## src/sv/axis_angle_vertex_revolver_defines.svh

```systemverilog
// Assertion macros for the revolver RTL.
`ifndef AXIS_ANGLE_VERTEX_REVOLVER_DEFINES_SVH
`define AXIS_ANGLE_VERTEX_REVOLVER_DEFINES_SVH

// same-cycle implication
`define AAVR_ASSERT_IMP(name, clk, rst, ante, cons) \
   name: assert property (@(posedge clk) disable iff (rst) (ante) |-> (cons)) \
      else $error("aavr assertion failed");

// next-cycle implication
`define AAVR_ASSERT_NXT(name, clk, rst, ante, cons) \
   name: assert property (@(posedge clk) disable iff (rst) (ante) |=> (cons)) \
      else $error("aavr assertion failed");

`endif

```

## src/sv/aavr_pkg.sv

```systemverilog
// Types, constants and tables for the axis-angle vertex revolver.
package aavr_pkg;

   localparam int COORD_WIDTH      = 32;
   localparam int MAX_COPIES_DEF   = 64;
   localparam int CORDIC_STEPS_DEF = 16;
   localparam int ATAN_LEN         = 24;
   localparam int ITER_W           = 5;
   localparam int CNT_W            = 7;
   localparam int AXIS_W           = 16;
   localparam int CS_W             = 18;
   localparam int T_W              = 19;
   localparam int UU_W             = 18;
   localparam int OUTER_W          = 23;
   localparam int SW_W             = 20;
   localparam int M_W              = 24;
   localparam int MUL_A_W          = M_W;
   localparam int MUL_B_W          = (COORD_WIDTH > T_W) ? COORD_WIDTH : T_W;
   localparam int PROD_FULL_W      = MUL_A_W + MUL_B_W;
   localparam int PROD_W           = PROD_FULL_W - 14;
   localparam int ACC_W            = PROD_W + 2;
   localparam int CSR_IDX_W        = 3;
   localparam int CSR_DATA_W       = 16;
   localparam int OP_W             = 5;

   localparam logic signed [CS_W-1:0] CORDIC_GAIN = 18'sd9949;
   localparam logic signed [T_W-1:0]  ONE_Q14     = 19'sd16384;

   localparam logic [CSR_IDX_W-1:0] CSR_AXIS_X     = 3'd0;
   localparam logic [CSR_IDX_W-1:0] CSR_AXIS_Y     = 3'd1;
   localparam logic [CSR_IDX_W-1:0] CSR_AXIS_Z     = 3'd2;
   localparam logic [CSR_IDX_W-1:0] CSR_STEP_ANGLE = 3'd3;
   localparam logic [CSR_IDX_W-1:0] CSR_COPY_COUNT = 3'd4;

   localparam logic [OP_W-1:0] OP_PAIR0  = 5'd0;
   localparam logic [OP_W-1:0] OP_OUTER0 = 5'd6;
   localparam logic [OP_W-1:0] OP_SW0    = 5'd12;
   localparam logic [OP_W-1:0] OP_MV0    = 5'd15;
   localparam logic [OP_W-1:0] OP_LAST   = 5'd23;

   typedef struct packed {
      logic signed [COORD_WIDTH-1:0] vert_x;
      logic signed [COORD_WIDTH-1:0] vert_y;
      logic signed [COORD_WIDTH-1:0] vert_z;
   } req_type;

   typedef struct packed {
      logic signed [COORD_WIDTH-1:0] rot_x;
      logic signed [COORD_WIDTH-1:0] rot_y;
      logic signed [COORD_WIDTH-1:0] rot_z;
      logic [CNT_W-1:0]              copy_index;
      logic                          last_copy;
   } rsp_type;

   typedef struct packed {
      logic              load_vert;
      logic              copy_init;
      logic              cordic_step;
      logic [ITER_W-1:0] iter;
      logic              quad;
      logic              mul_en;
      logic [OP_W-1:0]   mul_op;
      logic              wb_en;
      logic [OP_W-1:0]   wb_op;
      logic              emit;
      logic [CNT_W-1:0]  copy_index;
      logic              last_copy;
   } cmd_type;

   typedef struct packed {
      logic [CNT_W-1:0] copy_count;
   } status_type;

   function automatic logic signed [31:0] atan_turn(input logic [ITER_W-1:0] i);
      logic signed [31:0] r;
      unique case (i)
         5'd0:    r = 32'sh20000000;
         5'd1:    r = 32'sh12E4051D;
         5'd2:    r = 32'sh09FB385B;
         5'd3:    r = 32'sh051111D4;
         5'd4:    r = 32'sh028B0D43;
         5'd5:    r = 32'sh0145D7E1;
         5'd6:    r = 32'sh00A2F61E;
         5'd7:    r = 32'sh00517C55;
         5'd8:    r = 32'sh0028BE53;
         5'd9:    r = 32'sh00145F2F;
         5'd10:   r = 32'sh000A2F98;
         5'd11:   r = 32'sh000517CC;
         5'd12:   r = 32'sh00028BE6;
         5'd13:   r = 32'sh000145F3;
         5'd14:   r = 32'sh0000A2F9;
         5'd15:   r = 32'sh0000517C;
         5'd16:   r = 32'sh000028BE;
         5'd17:   r = 32'sh0000145F;
         5'd18:   r = 32'sh00000A2F;
         5'd19:   r = 32'sh00000517;
         5'd20:   r = 32'sh0000028B;
         5'd21:   r = 32'sh00000145;
         5'd22:   r = 32'sh000000A2;
         5'd23:   r = 32'sh00000051;
         default: r = 32'sh00000000;
      endcase
      return r;
   endfunction

   function automatic logic [1:0] pair_a(input logic [2:0] p);
      logic [1:0] r;
      unique case (p)
         3'd0, 3'd1, 3'd2: r = 2'd0;
         3'd3, 3'd4:       r = 2'd1;
         default:          r = 2'd2;
      endcase
      return r;
   endfunction

   function automatic logic [1:0] pair_b(input logic [2:0] p);
      logic [1:0] r;
      unique case (p)
         3'd0:       r = 2'd0;
         3'd1, 3'd3: r = 2'd1;
         default:    r = 2'd2;
      endcase
      return r;
   endfunction

   function automatic logic [1:0] mv_row(input logic [3:0] ij);
      logic [1:0] r;
      unique case (ij)
         4'd0, 4'd1, 4'd2: r = 2'd0;
         4'd3, 4'd4, 4'd5: r = 2'd1;
         default:          r = 2'd2;
      endcase
      return r;
   endfunction

   function automatic logic [1:0] mv_col(input logic [3:0] ij);
      logic [1:0] r;
      unique case (ij)
         4'd0, 4'd3, 4'd6: r = 2'd0;
         4'd1, 4'd4, 4'd7: r = 2'd1;
         default:          r = 2'd2;
      endcase
      return r;
   endfunction

   function automatic logic signed [COORD_WIDTH-1:0] sat_coord(
      input logic signed [ACC_W-1:0] v);
      localparam logic signed [ACC_W-1:0] LIM_HI = ACC_W'({1'b0, {(COORD_WIDTH-1){1'b1}}});
      localparam logic signed [ACC_W-1:0] LIM_LO = -LIM_HI - ACC_W'(1);
      logic signed [COORD_WIDTH-1:0] r;
      if (v > LIM_HI) begin
         r = {1'b0, {(COORD_WIDTH-1){1'b1}}};
      end else if (v < LIM_LO) begin
         r = {1'b1, {(COORD_WIDTH-1){1'b0}}};
      end else begin
         r = v[COORD_WIDTH-1:0];
      end
      return r;
   endfunction

endpackage

```

## src/sv/aavr_ctrl.sv

```systemverilog
// Sequencer that walks each vertex through its copies, CORDIC and matrix steps.
`include "axis_angle_vertex_revolver_defines.svh"
module aavr_ctrl import aavr_pkg::*; #(
   parameter int MAX_COPIES   = MAX_COPIES_DEF,
   parameter int CORDIC_STEPS = CORDIC_STEPS_DEF
) (
   input  logic       clock,
   input  logic       reset,
   input  logic       req_valid,
   output logic       req_ready,
   output logic       rsp_valid,
   input  logic       rsp_ready,
   input  status_type status,
   output cmd_type    cmd
);

   localparam logic [2:0] S_IDLE   = 3'd0;
   localparam logic [2:0] S_INIT   = 3'd1;
   localparam logic [2:0] S_CORDIC = 3'd2;
   localparam logic [2:0] S_QUAD   = 3'd3;
   localparam logic [2:0] S_MUL    = 3'd4;
   localparam logic [2:0] S_DRAIN  = 3'd5;
   localparam logic [2:0] S_EMIT   = 3'd6;

   localparam logic [ITER_W-1:0] ITER_LAST = ITER_W'(CORDIC_STEPS - 1);
   localparam logic [CNT_W-1:0]  N_MAX     = CNT_W'(MAX_COPIES);

   logic [2:0]        state_ff, state_in;
   logic [ITER_W-1:0] iter_ff, iter_in;
   logic [OP_W-1:0]   op_ff, op_in;
   logic [CNT_W-1:0]  k_ff, k_in;
   logic [CNT_W-1:0]  n_ff, n_in;
   logic              rsp_valid_ff, rsp_valid_in;
   logic              out_free;
   logic              req_fire;
   logic [CNT_W-1:0]  n_clamp;

   assign req_ready = (state_ff == S_IDLE);
   assign req_fire  = req_valid && req_ready;
   assign out_free  = !rsp_valid_ff || rsp_ready;
   assign rsp_valid = rsp_valid_ff;

   always_comb begin
      priority if (status.copy_count == '0) begin
         n_clamp = CNT_W'(1);
      end else if (status.copy_count > N_MAX) begin
         n_clamp = N_MAX;
      end else begin
         n_clamp = status.copy_count;
      end
   end

   always_comb begin
      state_in     = state_ff;
      iter_in      = iter_ff;
      op_in        = op_ff;
      k_in         = k_ff;
      n_in         = n_ff;
      cmd          = '0;
      cmd.iter       = iter_ff;
      cmd.mul_op     = op_ff;
      cmd.wb_op      = op_ff - OP_W'(1);
      cmd.copy_index = k_ff;
      cmd.last_copy  = (k_ff == n_ff);
      unique case (state_ff)
         S_IDLE: begin
            if (req_fire) begin
               cmd.load_vert = 1'b1;
               n_in          = n_clamp;
               k_in          = CNT_W'(1);
               state_in      = S_INIT;
            end
         end
         S_INIT: begin
            cmd.copy_init = 1'b1;
            iter_in       = '0;
            state_in      = S_CORDIC;
         end
         S_CORDIC: begin
            cmd.cordic_step = 1'b1;
            if (iter_ff == ITER_LAST) begin
               state_in = S_QUAD;
            end else begin
               iter_in = iter_ff + ITER_W'(1);
            end
         end
         S_QUAD: begin
            cmd.quad = 1'b1;
            op_in    = OP_PAIR0;
            state_in = S_MUL;
         end
         S_MUL: begin
            cmd.mul_en = 1'b1;
            cmd.wb_en  = (op_ff != OP_PAIR0);
            if (op_ff == OP_LAST) begin
               state_in = S_DRAIN;
            end else begin
               op_in = op_ff + OP_W'(1);
            end
         end
         S_DRAIN: begin
            cmd.wb_en = 1'b1;
            cmd.wb_op = OP_LAST;
            state_in  = S_EMIT;
         end
         S_EMIT: begin
            if (out_free) begin
               cmd.emit = 1'b1;
               if (k_ff == n_ff) begin
                  state_in = S_IDLE;
               end else begin
                  k_in     = k_ff + CNT_W'(1);
                  state_in = S_INIT;
               end
            end
         end
         default: begin
            state_in = S_IDLE;
         end
      endcase
   end

   always_comb begin
      if (cmd.emit) begin
         rsp_valid_in = 1'b1;
      end else if (rsp_ready) begin
         rsp_valid_in = 1'b0;
      end else begin
         rsp_valid_in = rsp_valid_ff;
      end
   end

   always_ff @(posedge clock) begin
      if (reset) begin
         state_ff     <= S_IDLE;
         iter_ff      <= '0;
         op_ff        <= '0;
         k_ff         <= CNT_W'(1);
         n_ff         <= CNT_W'(1);
         rsp_valid_ff <= 1'b0;
      end else begin
         state_ff     <= state_in;
         iter_ff      <= iter_in;
         op_ff        <= op_in;
         k_ff         <= k_in;
         n_ff         <= n_in;
         rsp_valid_ff <= rsp_valid_in;
      end
   end

   `AAVR_ASSERT_NXT(a_req_starts_copy, clock, reset, req_fire, state_ff == S_INIT)
   `AAVR_ASSERT_NXT(a_emit_sets_valid, clock, reset, cmd.emit, rsp_valid_ff)
   `AAVR_ASSERT_IMP(a_copy_in_range, clock, reset, state_ff != S_IDLE, k_ff <= n_ff && k_ff != '0)
   `AAVR_ASSERT_NXT(a_cordic_to_quad, clock, reset, state_ff == S_CORDIC && iter_ff == ITER_LAST, state_ff == S_QUAD)

endmodule

```

## src/sv/aavr_datapath.sv

```systemverilog
// Datapath: settings, CORDIC sine/cosine, shared multiplier and coordinate sums.
module aavr_datapath import aavr_pkg::*; (
   input  logic                  clock,
   input  logic                  reset,
   input  logic                  csr_wr_en,
   input  logic [CSR_IDX_W-1:0]  csr_index,
   input  logic [CSR_DATA_W-1:0] csr_wdata,
   input  req_type               req_data,
   input  cmd_type               cmd,
   output status_type            status,
   output rsp_type               rsp_data
);

   logic signed [AXIS_W-1:0]      axis_ff [3];
   logic [15:0]                   step_ff;
   logic [CNT_W-1:0]              count_ff;

   logic signed [COORD_WIDTH-1:0] v_ff [3];
   logic [15:0]                   ang_ff;
   logic [1:0]                    q_ff;
   logic signed [CS_W-1:0]        cx_ff, cy_ff;
   logic signed [31:0]            cz_ff;
   logic signed [CS_W-1:0]        c_ff, s_ff;
   logic signed [T_W-1:0]         t_ff;
   logic signed [UU_W-1:0]        uu_ff [6];
   logic signed [OUTER_W-1:0]     o_ff [6];
   logic signed [SW_W-1:0]        sw_ff [3];
   logic signed [PROD_W-1:0]      prod_ff;
   logic signed [ACC_W-1:0]       acc_ff [3];
   rsp_type                       rsp_ff;

   logic [15:0]                   ang_in;
   logic [15:0]                   ang_q;
   logic [1:0]                    q_in;
   logic [15:0]                   resid;
   logic signed [CS_W-1:0]        sh_x, sh_y, nx, ny;
   logic signed [31:0]            atan, nz;
   logic signed [CS_W-1:0]        c_in, s_in;
   logic signed [MUL_A_W-1:0]     op_a;
   logic signed [MUL_B_W-1:0]     op_b;
   logic signed [PROD_FULL_W-1:0] prod_full;
   logic [OP_W-1:0]               mop_rel, wop_rel;
   logic [3:0]                    mij, wij;
   logic [1:0]                    mcol, wrow, wcol;
   logic signed [M_W-1:0]         m_val;
   logic signed [M_W-1:0]         c_ext;

   assign status.copy_count = count_ff;
   assign rsp_data          = rsp_ff;

   always_ff @(posedge clock) begin
      if (reset) begin
         axis_ff[0] <= 16'sd16384;
         axis_ff[1] <= '0;
         axis_ff[2] <= '0;
         step_ff    <= '0;
         count_ff   <= CNT_W'(1);
      end else if (csr_wr_en) begin
         unique case (csr_index)
            CSR_AXIS_X:     axis_ff[0] <= csr_wdata;
            CSR_AXIS_Y:     axis_ff[1] <= csr_wdata;
            CSR_AXIS_Z:     axis_ff[2] <= csr_wdata;
            CSR_STEP_ANGLE: step_ff    <= csr_wdata;
            CSR_COPY_COUNT: count_ff   <= csr_wdata[CNT_W-1:0];
            default: begin
            end
         endcase
      end
   end

   // angle of the next copy, quadrant split and residual
   assign ang_in = ang_ff + step_ff;
   assign ang_q  = ang_in + 16'h2000;
   assign q_in   = ang_q[15:14];
   assign resid  = ang_in - {q_in, 14'd0};

   assign sh_x = cx_ff >>> cmd.iter;
   assign sh_y = cy_ff >>> cmd.iter;
   assign atan = atan_turn(cmd.iter);

   always_comb begin
      if (!cz_ff[31]) begin
         nx = cx_ff - sh_y;
         ny = cy_ff + sh_x;
         nz = cz_ff - atan;
      end else begin
         nx = cx_ff + sh_y;
         ny = cy_ff - sh_x;
         nz = cz_ff + atan;
      end
   end

   always_comb begin
      unique case (q_ff)
         2'd0: begin c_in = cx_ff;  s_in = cy_ff;  end
         2'd1: begin c_in = -cy_ff; s_in = cx_ff;  end
         2'd2: begin c_in = -cx_ff; s_in = -cy_ff; end
         default: begin c_in = cy_ff; s_in = -cx_ff; end
      endcase
   end

   always_ff @(posedge clock) begin
      if (cmd.load_vert) begin
         v_ff[0] <= req_data.vert_x;
         v_ff[1] <= req_data.vert_y;
         v_ff[2] <= req_data.vert_z;
         ang_ff  <= '0;
      end
      if (cmd.copy_init) begin
         ang_ff <= ang_in;
         q_ff   <= q_in;
         cx_ff  <= CORDIC_GAIN;
         cy_ff  <= '0;
         cz_ff  <= {resid, 16'd0};
      end
      if (cmd.cordic_step) begin
         cx_ff <= nx;
         cy_ff <= ny;
         cz_ff <= nz;
      end
      if (cmd.quad) begin
         c_ff <= c_in;
         s_ff <= s_in;
         t_ff <= ONE_Q14 - T_W'(c_in);
      end
   end

   // matrix entry for the current multiply-by-vertex step
   assign mop_rel = cmd.mul_op - OP_MV0;
   assign mij     = mop_rel[3:0];
   assign mcol    = mv_col(mij);
   assign c_ext   = M_W'(c_ff);

   always_comb begin
      unique case (mij)
         4'd0:    m_val = c_ext + M_W'(o_ff[0]);
         4'd1:    m_val = M_W'(o_ff[1]) - M_W'(sw_ff[2]);
         4'd2:    m_val = M_W'(o_ff[2]) + M_W'(sw_ff[1]);
         4'd3:    m_val = M_W'(o_ff[1]) + M_W'(sw_ff[2]);
         4'd4:    m_val = c_ext + M_W'(o_ff[3]);
         4'd5:    m_val = M_W'(o_ff[4]) - M_W'(sw_ff[0]);
         4'd6:    m_val = M_W'(o_ff[2]) - M_W'(sw_ff[1]);
         4'd7:    m_val = M_W'(o_ff[4]) + M_W'(sw_ff[0]);
         default: m_val = c_ext + M_W'(o_ff[5]);
      endcase
   end

   always_comb begin
      logic [OP_W-1:0] rel;
      rel = '0;
      if (cmd.mul_op < OP_OUTER0) begin
         op_a = MUL_A_W'(axis_ff[pair_a(cmd.mul_op[2:0])]);
         op_b = MUL_B_W'(axis_ff[pair_b(cmd.mul_op[2:0])]);
      end else if (cmd.mul_op < OP_SW0) begin
         rel  = cmd.mul_op - OP_OUTER0;
         op_a = MUL_A_W'(uu_ff[rel[2:0]]);
         op_b = MUL_B_W'(t_ff);
      end else if (cmd.mul_op < OP_MV0) begin
         rel  = cmd.mul_op - OP_SW0;
         op_a = MUL_A_W'(axis_ff[rel[1:0]]);
         op_b = MUL_B_W'(s_ff);
      end else begin
         op_a = m_val;
         op_b = MUL_B_W'(v_ff[mcol]);
      end
   end

   assign prod_full = PROD_FULL_W'(op_a) * PROD_FULL_W'(op_b);

   always_ff @(posedge clock) begin
      if (cmd.mul_en) begin
         prod_ff <= prod_full[PROD_FULL_W-1:14];
      end
   end

   assign wop_rel = cmd.wb_op - OP_MV0;
   assign wij     = wop_rel[3:0];
   assign wrow    = mv_row(wij);
   assign wcol    = mv_col(wij);

   always_ff @(posedge clock) begin
      logic [OP_W-1:0] rel;
      rel = '0;
      if (cmd.wb_en) begin
         if (cmd.wb_op < OP_OUTER0) begin
            uu_ff[cmd.wb_op[2:0]] <= prod_ff[UU_W-1:0];
         end else if (cmd.wb_op < OP_SW0) begin
            rel = cmd.wb_op - OP_OUTER0;
            o_ff[rel[2:0]] <= prod_ff[OUTER_W-1:0];
         end else if (cmd.wb_op < OP_MV0) begin
            rel = cmd.wb_op - OP_SW0;
            sw_ff[rel[1:0]] <= prod_ff[SW_W-1:0];
         end else if (wcol == 2'd0) begin
            acc_ff[wrow] <= ACC_W'(prod_ff);
         end else begin
            acc_ff[wrow] <= acc_ff[wrow] + ACC_W'(prod_ff);
         end
      end
   end

   always_ff @(posedge clock) begin
      if (cmd.emit) begin
         rsp_ff.rot_x      <= sat_coord(acc_ff[0]);
         rsp_ff.rot_y      <= sat_coord(acc_ff[1]);
         rsp_ff.rot_z      <= sat_coord(acc_ff[2]);
         rsp_ff.copy_index <= cmd.copy_index;
         rsp_ff.last_copy  <= cmd.last_copy;
      end
   end

endmodule

```

## src/sv/axis_angle_vertex_revolver.sv

```systemverilog
// Top level of the axis-angle vertex revolver.
//
//   channel  direction  handshake               payload
//   req      in         req_valid / req_ready   req_data  (vert_x, vert_y, vert_z)
//   rsp      out        rsp_valid / rsp_ready   rsp_data  (rot_x..z, copy_index, last_copy)
//   csr      in         csr_wr_en               csr_index, csr_wdata
//
// Each copy runs CORDIC_STEPS CORDIC iterations, one per cycle, then 24 passes
// through the single shared multiplier, drain and output load. A vertex runs its
// copies in turn; a stalled rsp holds the sequencer at the output load. Reset is
// synchronous; no clearing pass is needed.
module axis_angle_vertex_revolver import aavr_pkg::*; #(
   parameter int MAX_COPIES   = MAX_COPIES_DEF,
   parameter int CORDIC_STEPS = CORDIC_STEPS_DEF
) (
   input  logic                  clock,
   input  logic                  reset,
   input  logic                  req_valid,
   output logic                  req_ready,
   input  req_type               req_data,
   output logic                  rsp_valid,
   input  logic                  rsp_ready,
   output rsp_type               rsp_data,
   input  logic                  csr_wr_en,
   input  logic [CSR_IDX_W-1:0]  csr_index,
   input  logic [CSR_DATA_W-1:0] csr_wdata
);

   cmd_type    cmd;
   status_type status;

   aavr_ctrl #(
      .MAX_COPIES   (MAX_COPIES),
      .CORDIC_STEPS (CORDIC_STEPS)
   ) u_ctrl (
      .clock     (clock),
      .reset     (reset),
      .req_valid (req_valid),
      .req_ready (req_ready),
      .rsp_valid (rsp_valid),
      .rsp_ready (rsp_ready),
      .status    (status),
      .cmd       (cmd)
   );

   aavr_datapath u_datapath (
      .clock     (clock),
      .reset     (reset),
      .csr_wr_en (csr_wr_en),
      .csr_index (csr_index),
      .csr_wdata (csr_wdata),
      .req_data  (req_data),
      .cmd       (cmd),
      .status    (status),
      .rsp_data  (rsp_data)
   );

endmodule
```

## config.mk

```make
export PLATFORM = sky130hd
export DESIGN_NAME = axis_angle_vertex_revolver
export DESIGN_NICKNAME = d
export VERILOG_FILES = /design/src/sv/aavr_pkg.sv /design/src/sv/aavr_ctrl.sv /design/src/sv/aavr_datapath.sv /design/src/sv/axis_angle_vertex_revolver.sv
export VERILOG_INCLUDE_DIRS = /design/src /design/src/sv
export SDC_FILE = /design/constraint.sdc
export NUM_CORES = 2
export LEC_CHECK = 0
export BUFFER_PORTS_ARGS = -buffer_cell sky130_fd_sc_hd__clkbuf_2
export CAP_MARGIN = 20
export CORE_UTILIZATION = 67
export CTS_BUF_LIST = sky130_fd_sc_hd__clkbuf_8
export DETAILED_ROUTE_END_ITERATION = 7
export MAX_ROUTING_LAYER = met4
export PLACE_DENSITY = 0.86
export SYNTH_ARGS = -nofsm -noshare
export SYNTH_HDL_FRONTEND = slang
export SYNTH_SLANG_ARGS = --single-unit
```

## constraint.sdc

```tcl
create_clock -name clock -period 28.6 [get_ports clock]
set_input_delay 2.86 -clock clock [delete_from_list [all_inputs] [get_ports clock]]
set_output_delay 2.86 -clock clock [all_outputs]
set_load 0.02 [all_outputs]
```

* Yosys cells after proc, flatten, opt, wreduce, memory -nomap -nowiden *
Memories as Yosys holds them, arrays and structs flattened. A register that Yosys moved wholly into a read port is not among the register bits.
Index checks and enable logic that the tools add are counted.

word-level totals
  word-level logic and storage cells = 259
  bits in registers = 338
  memory bits (writable) = 582
  bits in read-only memories = 960
  memories = 7
  output and inout port bits = 106

cells by class
  add/sub/neg operators = 32
  reduce and logical (&&, ||, !) cells = 34
  magnitude comparators = 13
  equal/unequal tests = 40
  multiplexer cells = 104
  bitwise logic cells = 4
  shift-type cells = 2
  multiply operators = 1

memory list
  memory             depth  width  read ports  clocked after Yosys merged registers in  wr ports  line                 text
  (name not given)   32     30     1           1                                        0         aavr_pkg.sv:76       unique case (i)
  u_datapath.o_ff    6      23     6           0                                        1         aavr_datapath.sv:26  logic signed [OUTER_W-1:0] o_ff [6];
  u_datapath.acc_ff  3      44     4           0                                        1         aavr_datapath.sv:29  logic signed [ACC_W-1:0] acc_ff [3];
  u_datapath.uu_ff   6      18     1           0                                        1         aavr_datapath.sv:25  logic signed [UU_W-1:0] uu_ff [6];
  u_datapath.v_ff    3      32     1           0                                        3         aavr_datapath.sv:18  logic signed [COORD_WIDTH-1:0] v_ff [3];
  u_datapath.sw_ff   3      20     3           0                                        1         aavr_datapath.sv:27  logic signed [SW_W-1:0] sw_ff [3];
  +1 memories        --     --     --          --                                       --        --

operators by type and width
  operator              number
  $mux 32               9
  $pmux 24 s8           1
  $gt 44x32->1 const B  3
  $lt 44x32->1 const B  3
  $mux 18               6
  $pmux 18 s3           2
  $mux 16               5
  $add 18x23->24        3
  $add 23x20->24        3
  $mux 24               3
  $sub 23x20->24        3
  $mul 24x32->56        1
  $mux 1                51
  $add 44x42->44        1
  $mux 44               1
  $add 18x18->18        2
  $neg 18->18           2
  $sshr 18x5->18        2
  $sub 18x18->18        2
  $mux 7                5
  $add 32x32->32        1
  $eq 4x3->1 const B    8
  $sub 32x32->32        1
  $mux 5                5
  46 further kinds      107

* Longest topological paths before layout *
  depth in word-level cells = 14
  gate-level depth with buffers = 52
  mapped depth without buffers = 47

* Cells and area by module *
From an unflattened synthesis, not the netlist that was laid out.

second synthesis, totals
  cell total of the unflattened synthesis = 7804
  area total of the unflattened synthesis = 79251.0 um2

by module, submodules not included
  module         times used  area an instance (um2)  cells each  seq. area each (um2)
  aavr_datapath  1           77629.5                 7607        26525.4
  aavr_ctrl      1           1621.6                  197         560.5

* Least setup slack after synthesis *
Ideal clock, no wire load.

  path kind = reg-to-reg
  from = register u_ctrl.op_ff[1]
  to = register u_datapath.prod_ff[37] (data pin)
  period minus slack after synthesis = 11338 ps
  data arrival time = 11068 ps
  slack = 17262 ps
  cell stages (with the launch flop) = 44
  required time = 28331 ps
  path buffers = 5
  setup time = 269 ps
  cell sequence = dfxtp_1 ha_1 ha_1 buf_2 buf_1 clkbuf_1 mux2i_1 o21ai_0 fa_1 a21o_1 a21oi_1 o21bai_1 a2111o_1 nand4_1 a21oi_1 o41ai_1 a21oi_1 xnor2_1 [8 not listed] fa_1 fa_1 inv_1 fa_1 inv_1 ha_1 clkbuf_1 a21o_1 a21o_1 a21o_1 a21oi_1 o221ai_1 a31o_2 o21ai_2 a21boi_1 o21ai_0 mux2i_1 a311oi_1

on the way
  word-level cells in the longest chain between the ends = 9
  elaborated cells on any way between the ends = 40
  those cells by class = add/sub: 3; mul: 1; order compare: 3; eq/ne: 11; mux: 12; reduce/logical: 7; memory: 3

RTL lines
  item                                      line                                   text
  start, declared                           aavr_ctrl.sv:30                        logic [OP_W-1:0] op_ff, op_in;
  start signal, assigned                    aavr_ctrl.sv:144                       op_ff <= op_in;
  $sub 4x4->4                               aavr_datapath.sv:129                   assign mop_rel = cmd.mul_op - OP_MV0;
  $eq 4x1->1, or another cell as far along  aavr_pkg.sv:138, aavr_datapath.sv:135
  $reduce_or 3->1                           aavr_pkg.sv:138                        unique case (ij)
  $pmux 2 s2                                aavr_pkg.sv:138
  $mem_v2 3x32                              --
  $mux 32                                   aavr_datapath.sv:158                   end else if (cmd.mul_op < OP_MV0) begin
  $mux 32                                   aavr_datapath.sv:154                   end else if (cmd.mul_op < OP_SW0) begin
  $mux 32                                   aavr_datapath.sv:151                   if (cmd.mul_op < OP_OUTER0) begin
  $mul 24x32->56 (*)                        aavr_datapath.sv:168                   assign prod_full = PROD_FULL_W'(op_a) * PROD_FULL_W'(op_b);
  net u_datapath.prod_full[51]              aavr_datapath.sv:41                    logic signed [PROD_FULL_W-1:0] prod_full;
  end signal, assigned                      aavr_datapath.sv:172                   prod_ff <= prod_full[PROD_FULL_W-1:14];
  end, declared                             aavr_datapath.sv:28                    logic signed [PROD_W-1:0] prod_ff;

Mark *: on every way through the listed nets, which the timed path passes. The rest lies on a longest branch. The select of a mux whose other input is x is not followed.
A chain may end at the register's enable or synchronous reset.

* Final worst setup path *
  from = register u_ctrl.op_ff[2]
  to = register u_datapath.prod_ff[34] (data pin)

Same word-level chain as after synthesis.

==> results_tabular.tex <==
\begin{tabular}{lr}
\hline
Metric & Value \\
\hline
\multicolumn{2}{l}{\textbf{Outcome}} \\
\quad Status & finished, violations left \\
\quad Violated checks & DRC \\
\multicolumn{2}{l}{\textbf{Clock tree}} \\
\quad Cts hold-fix bufs & 0 \\
\quad CTS buffer count & about 160 \\
\quad Clock-pin slew on the worst setup and hold paths & 0.06 ns \\
\quad Resized Gates After CTS & 0 \\
\quad Root buffer cell & sky130\_fd\_sc\_hd\_\_clkbuf\_8 \\
\quad H-tree depth reported by CTS & 4 \\
\quad Post-CTS Repair Setup Buffers & 0 \\
\quad Maximum clock insertion buffer count & 3 \\
\quad CTS tree & built \\
\quad Clock Sinks & 951 \\
\quad Clk Latency, worst-skew pair & 0.92 ns \\
\multicolumn{2}{l}{\textbf{Detailed routing}} \\
\quad Total via count after detailed routing & about 62000 \\
\quad Via-to-Cell Ratio & 6.43 \\
\quad Wirelength per Cell & 23.8 microns \\
\quad Pre-Repair DR Iteration Count & 8 \\
\quad DR iter-0 viols & between 7000 and 8000 \\
\quad Final wirelength & 232000 microns \\
\quad DRC violation count after routing & 1 \\
\quad Antenna Nets Post-Route & 0 \\
\multicolumn{2}{l}{\textbf{Layout}} \\
\quad Layout Nets & roughly 9400 \\
\quad Fill cell instance count of the final layout & about 8000 \\
\quad Synth-to-Final Area Change & 7.70\% \\
\quad Final std cell area, no fill & about 86000 sq um \\
\quad Layout cells sized above 1 & 9.65\% \\
\multicolumn{2}{l}{\textbf{Critical path}} \\
\quad Reg-to-reg setup timing slack & 14.20 ns \\
\quad Required time at the worst-slack endpoint & 29.23 ns \\
\quad Worst setup path category & flop to flop \\
\quad Sort of element at the end of the critical path & flop \\
\quad Critical path fanouts, max & 30 \\
\quad Worst path most repeated cell & sky130\_fd\_sc\_hd\_\_fa\_1 \\
\quad Startpoint class of the critical path & flop \\
\quad Signal arrival time at the worst endpoint & roughly 15 ns \\
\quad Maximum single-stage delay on the critical path & 1.03 ns \\
\quad Critical path's slowest cell & sky130\_fd\_sc\_hd\_\_a2111oi\_0 \\
\multicolumn{2}{l}{\textbf{Synth}} \\
\quad Top-count cell post-synth & sky130\_fd\_sc\_hd\_\_nand2\_1 \\
\quad Synthesized area divided by synthesized cell count & 10.1 sq um \\
\quad Sequential element share of the synthesized area & 34.7\% \\
\quad Number of distinct library cell variants in the gate-level netlist after synthesis & 100 \\
\quad Share of synthesized cell area in full adder, half adder and majority cells & roughly a quarter \\
\quad Cell types occupying the most area after synthesis & sky130\_fd\_sc\_hd\_\_edfxtp\_1, sky130\_fd\_sc\_hd\_\_fa\_1, sky130\_fd\_sc\_hd\_\_ha\_1, sky130\_fd\_sc\_hd\_\_nand2\_1, sky130\_fd\_sc\_hd\_\_inv\_1 \\
\quad Top cell type's share of synthesized area & roughly 33\% \\
\quad Xor/xnor cell area share of the yosys netlist & 4.53\% \\
\quad Share of async-settable or async-resettable flops after synthesis & 0\% \\
\quad Simple-gate share of the synthesized area & between 10\% and 20\% \\
\quad Combinational family with the most area after synthesis & adder cells \\
\quad Portion of netlist area occupied by mux cells & 3.78\% \\
\quad Most common flop cell mapped by yosys & sky130\_fd\_sc\_hd\_\_edfxtp\_1 \\
\quad Post-synthesis cell type with the largest combined area & sky130\_fd\_sc\_hd\_\_edfxtp\_1 \\
\quad Compound-cell area share of the yosys netlist & 11.6\% \\
\quad Mapped Cells & 7892 \\
\quad Flop and latch count out of synthesis & 951 \\
\quad Syn Std Cell Area & $\sim$80000 sq um \\
\quad Warning count from the yosys run & 0 \\
\quad Number of enable-type register cells in the synthesized netlist & 868 \\
\quad Post-synthesis net count & 9197 \\
\quad Leading cell types by count after synthesis & sky130\_fd\_sc\_hd\_\_nand2\_1, sky130\_fd\_sc\_hd\_\_inv\_1, sky130\_fd\_sc\_hd\_\_edfxtp\_1 \\
\multicolumn{2}{l}{\textbf{Die}} \\
\quad Initial cell density of the core & 67.6\% \\
\quad Num rows & 126 \\
\quad Height of the die & 347 microns \\
\quad Die boundary width & 347 microns \\
\quad Core outline area & about 120000 sq um \\
\quad Top Ports & 226 \\
\quad Area of the die & 121000 sq um \\
\multicolumn{2}{l}{\textbf{Placed design}} \\
\quad Placed wire-length estimate & 170000 microns \\
\quad Cell area after placement & approximately 83000 sq um \\
\quad Placer Congestion & 1.03 \\
\quad Number of I/O port buffers & 225 \\
\multicolumn{2}{l}{\textbf{STA}} \\
\quad Slew Limit Headroom & 16.1\% \\
\quad Final setup viols & 0 \\
\quad FMAX & 69.4 MHz \\
\quad Final sum of negative setup slack & 0 ns \\
\quad Final slew viol count & 0 \\
\quad Clock period minus worst slack & 14.40 ns \\
\quad Hold violation total from the final report & 0 \\
\quad Tightest Pin Transition & about 1.2 ns \\
\quad Worst Skew & 0.0555 ns \\
\quad Setup repair after global routing missed its margin & false \\
\quad Tcrit/Tclk final & between 50 and 60\% \\
\multicolumn{2}{l}{\textbf{Global route}} \\
\quad Vias in the first global route & between 60000 and 70000 \\
\quad Number of antenna violations at the first check in global routing & 10 \\
\quad Sum of overflow across all layers after global routing & 0 \\
\quad Global router's overall resource usage & 39.9\% \\
\quad Wire length of the first global-routing pass & 357000 microns \\
\quad Pin count of the biggest net entering global routing & 90 \\
\multicolumn{2}{l}{\textbf{Min path}} \\
\quad Worst hold path type & flop to flop \\
\multicolumn{2}{l}{\textbf{Flow run}} \\
\quad Number of maximum-capacitance constraint violations & 0 \\
\hline
\end{tabular}
## cells in the final DEF (no fill, tap or decap), types with 18 or more instances in the layout
master	Yosys	routed
sky130_fd_sc_hd__o21bai_1	31	29
sky130_fd_sc_hd__mux4_2	53	53
sky130_fd_sc_hd__dfxtp_1	83	80
sky130_fd_sc_hd__and3_1	36	35
sky130_fd_sc_hd__a21oi_1	401	390
sky130_fd_sc_hd__nor4_1	26	25
sky130_fd_sc_hd__nand2b_1	66	65
sky130_fd_sc_hd__nand4_1	33	33
sky130_fd_sc_hd__o22ai_1	61	59
sky130_fd_sc_hd__inv_1	950	987
sky130_fd_sc_hd__mux2_2	29	29
sky130_fd_sc_hd__clkinv_1	4	39
sky130_fd_sc_hd__nor3_1	141	139
sky130_fd_sc_hd__mux2i_1	147	147
sky130_fd_sc_hd__o21a_1	111	110
sky130_fd_sc_hd__a31oi_1	55	48
sky130_fd_sc_hd__buf_4	3	144
sky130_fd_sc_hd__o31ai_1	33	30
sky130_fd_sc_hd__or3_1	31	31
sky130_fd_sc_hd__or2_2	24	24
sky130_fd_sc_hd__ha_1	394	393
sky130_fd_sc_hd__xor2_1	162	162
sky130_fd_sc_hd__fa_1	791	791
sky130_fd_sc_hd__o211ai_1	28	28
sky130_fd_sc_hd__nand2_1	1063	1062
sky130_fd_sc_hd__and2_1	154	154
sky130_fd_sc_hd__a21o_1	158	158
sky130_fd_sc_hd__clkbuf_2	1	225
sky130_fd_sc_hd__a211oi_1	62	60
sky130_fd_sc_hd__xnor2_1	248	248
sky130_fd_sc_hd__nor2_1	541	531
sky130_fd_sc_hd__clkbuf_8	0	163
sky130_fd_sc_hd__nand3_1	81	81
sky130_fd_sc_hd__o21ai_1	22	18
sky130_fd_sc_hd__edfxtp_1	868	868
sky130_fd_sc_hd__nor2b_1	49	48
sky130_fd_sc_hd__o21ai_0	341	339
## per-layer routing
metal / vias to the layer above / share of wire (%) / global-route usage (%)
li1: 27100 / - / -
met1: 30400 / 37 / 50.6
met2: 4185 / 45 / 60.0
met3: 818 / 13 / 10.4
met4: 0 / 5.0 / 18.9
met5: - / 0 / -
## layout make-up
class	count	area [sq um]	area share [%]
Timing Repair Buffer	374	2270	2.65
Inverter	955	3590	4.17
Multi-Input combinational cell	5618	47400	55.2
Clock inverter	113	777	0.904
Tap cell	1536	1920	2.23
Clock buffer	163	2240	2.61
Sequential cell	951	27700	32.2
Antenna cell	8	20.0	0.0233
## worst paths after layout
kind | cells after the start | to | startpoint
worst min-delay path | 2 | u_datapath.step_ff[6] | u_datapath.step_ff[6]
worst min register to register | 2 | u_datapath.step_ff[6] | u_datapath.step_ff[6]
worst max-delay path | 42 | u_datapath.prod_ff[34] | u_ctrl.op_ff[2]
worst max register to register | 42 | u_datapath.prod_ff[34] | u_ctrl.op_ff[2]
## cells by family (layout without fill, tap and decap cells)
logic type,after synthesis,in the layout
compound gates,1477,1477
buf+inv,1323,1605
mux,231,231
other cells,0,8
fa+ha+maj,1185,1185
simple gates,2314,2314
xor+xnor,411,411
flops,951,951
## sequential cells by signal, summed over array words and instances, names as in the netlist, 19 cells and up, named ones only
signal               count
u_datapath.v_ff         96
u_datapath.uu_ff       108
u_datapath.atan         30
u_datapath.o_ff        138
u_datapath.cz_ff        32
u_datapath.acc_ff      132
u_datapath.t_ff         19
u_datapath.rsp_data    104
u_datapath.prod_ff      42
u_datapath.axis_ff      48
u_datapath.sw_ff        60
## worst max-delay path: cells and delay by family, from the launching register on
kind            cells  cell delay [ns]
fa+ha+maj          10             4.67
xor+xnor            1             0.16
buf+inv             4             0.37
simple gates       10             3.03
compound gates     17             5.09
flops               1             0.78
## stage by stage
| step | instances | utilization, % | worst slack, ns | hold slack [ns] |
|---|---|---|---|---|
| floorplan | 7892 | - | 17.26 | 0.440 |
| global placement | 9429 | 70.2 | 14.72 | 0.448 |
| detailed placement | 9430 | 70.2 | 14.51 | 0.457 |
| CTS | 9706 | 72.8 | 14.49 | 0.471 |
| global route | 9717 | 72.8 | 13.54 | 0.489 |
| finish | 9718 | 72.8 | 14.20 | 0.467 |
Power is not shown: default switching activity piles up to over one toggle a cycle in this logic, so the estimate is an artifact.
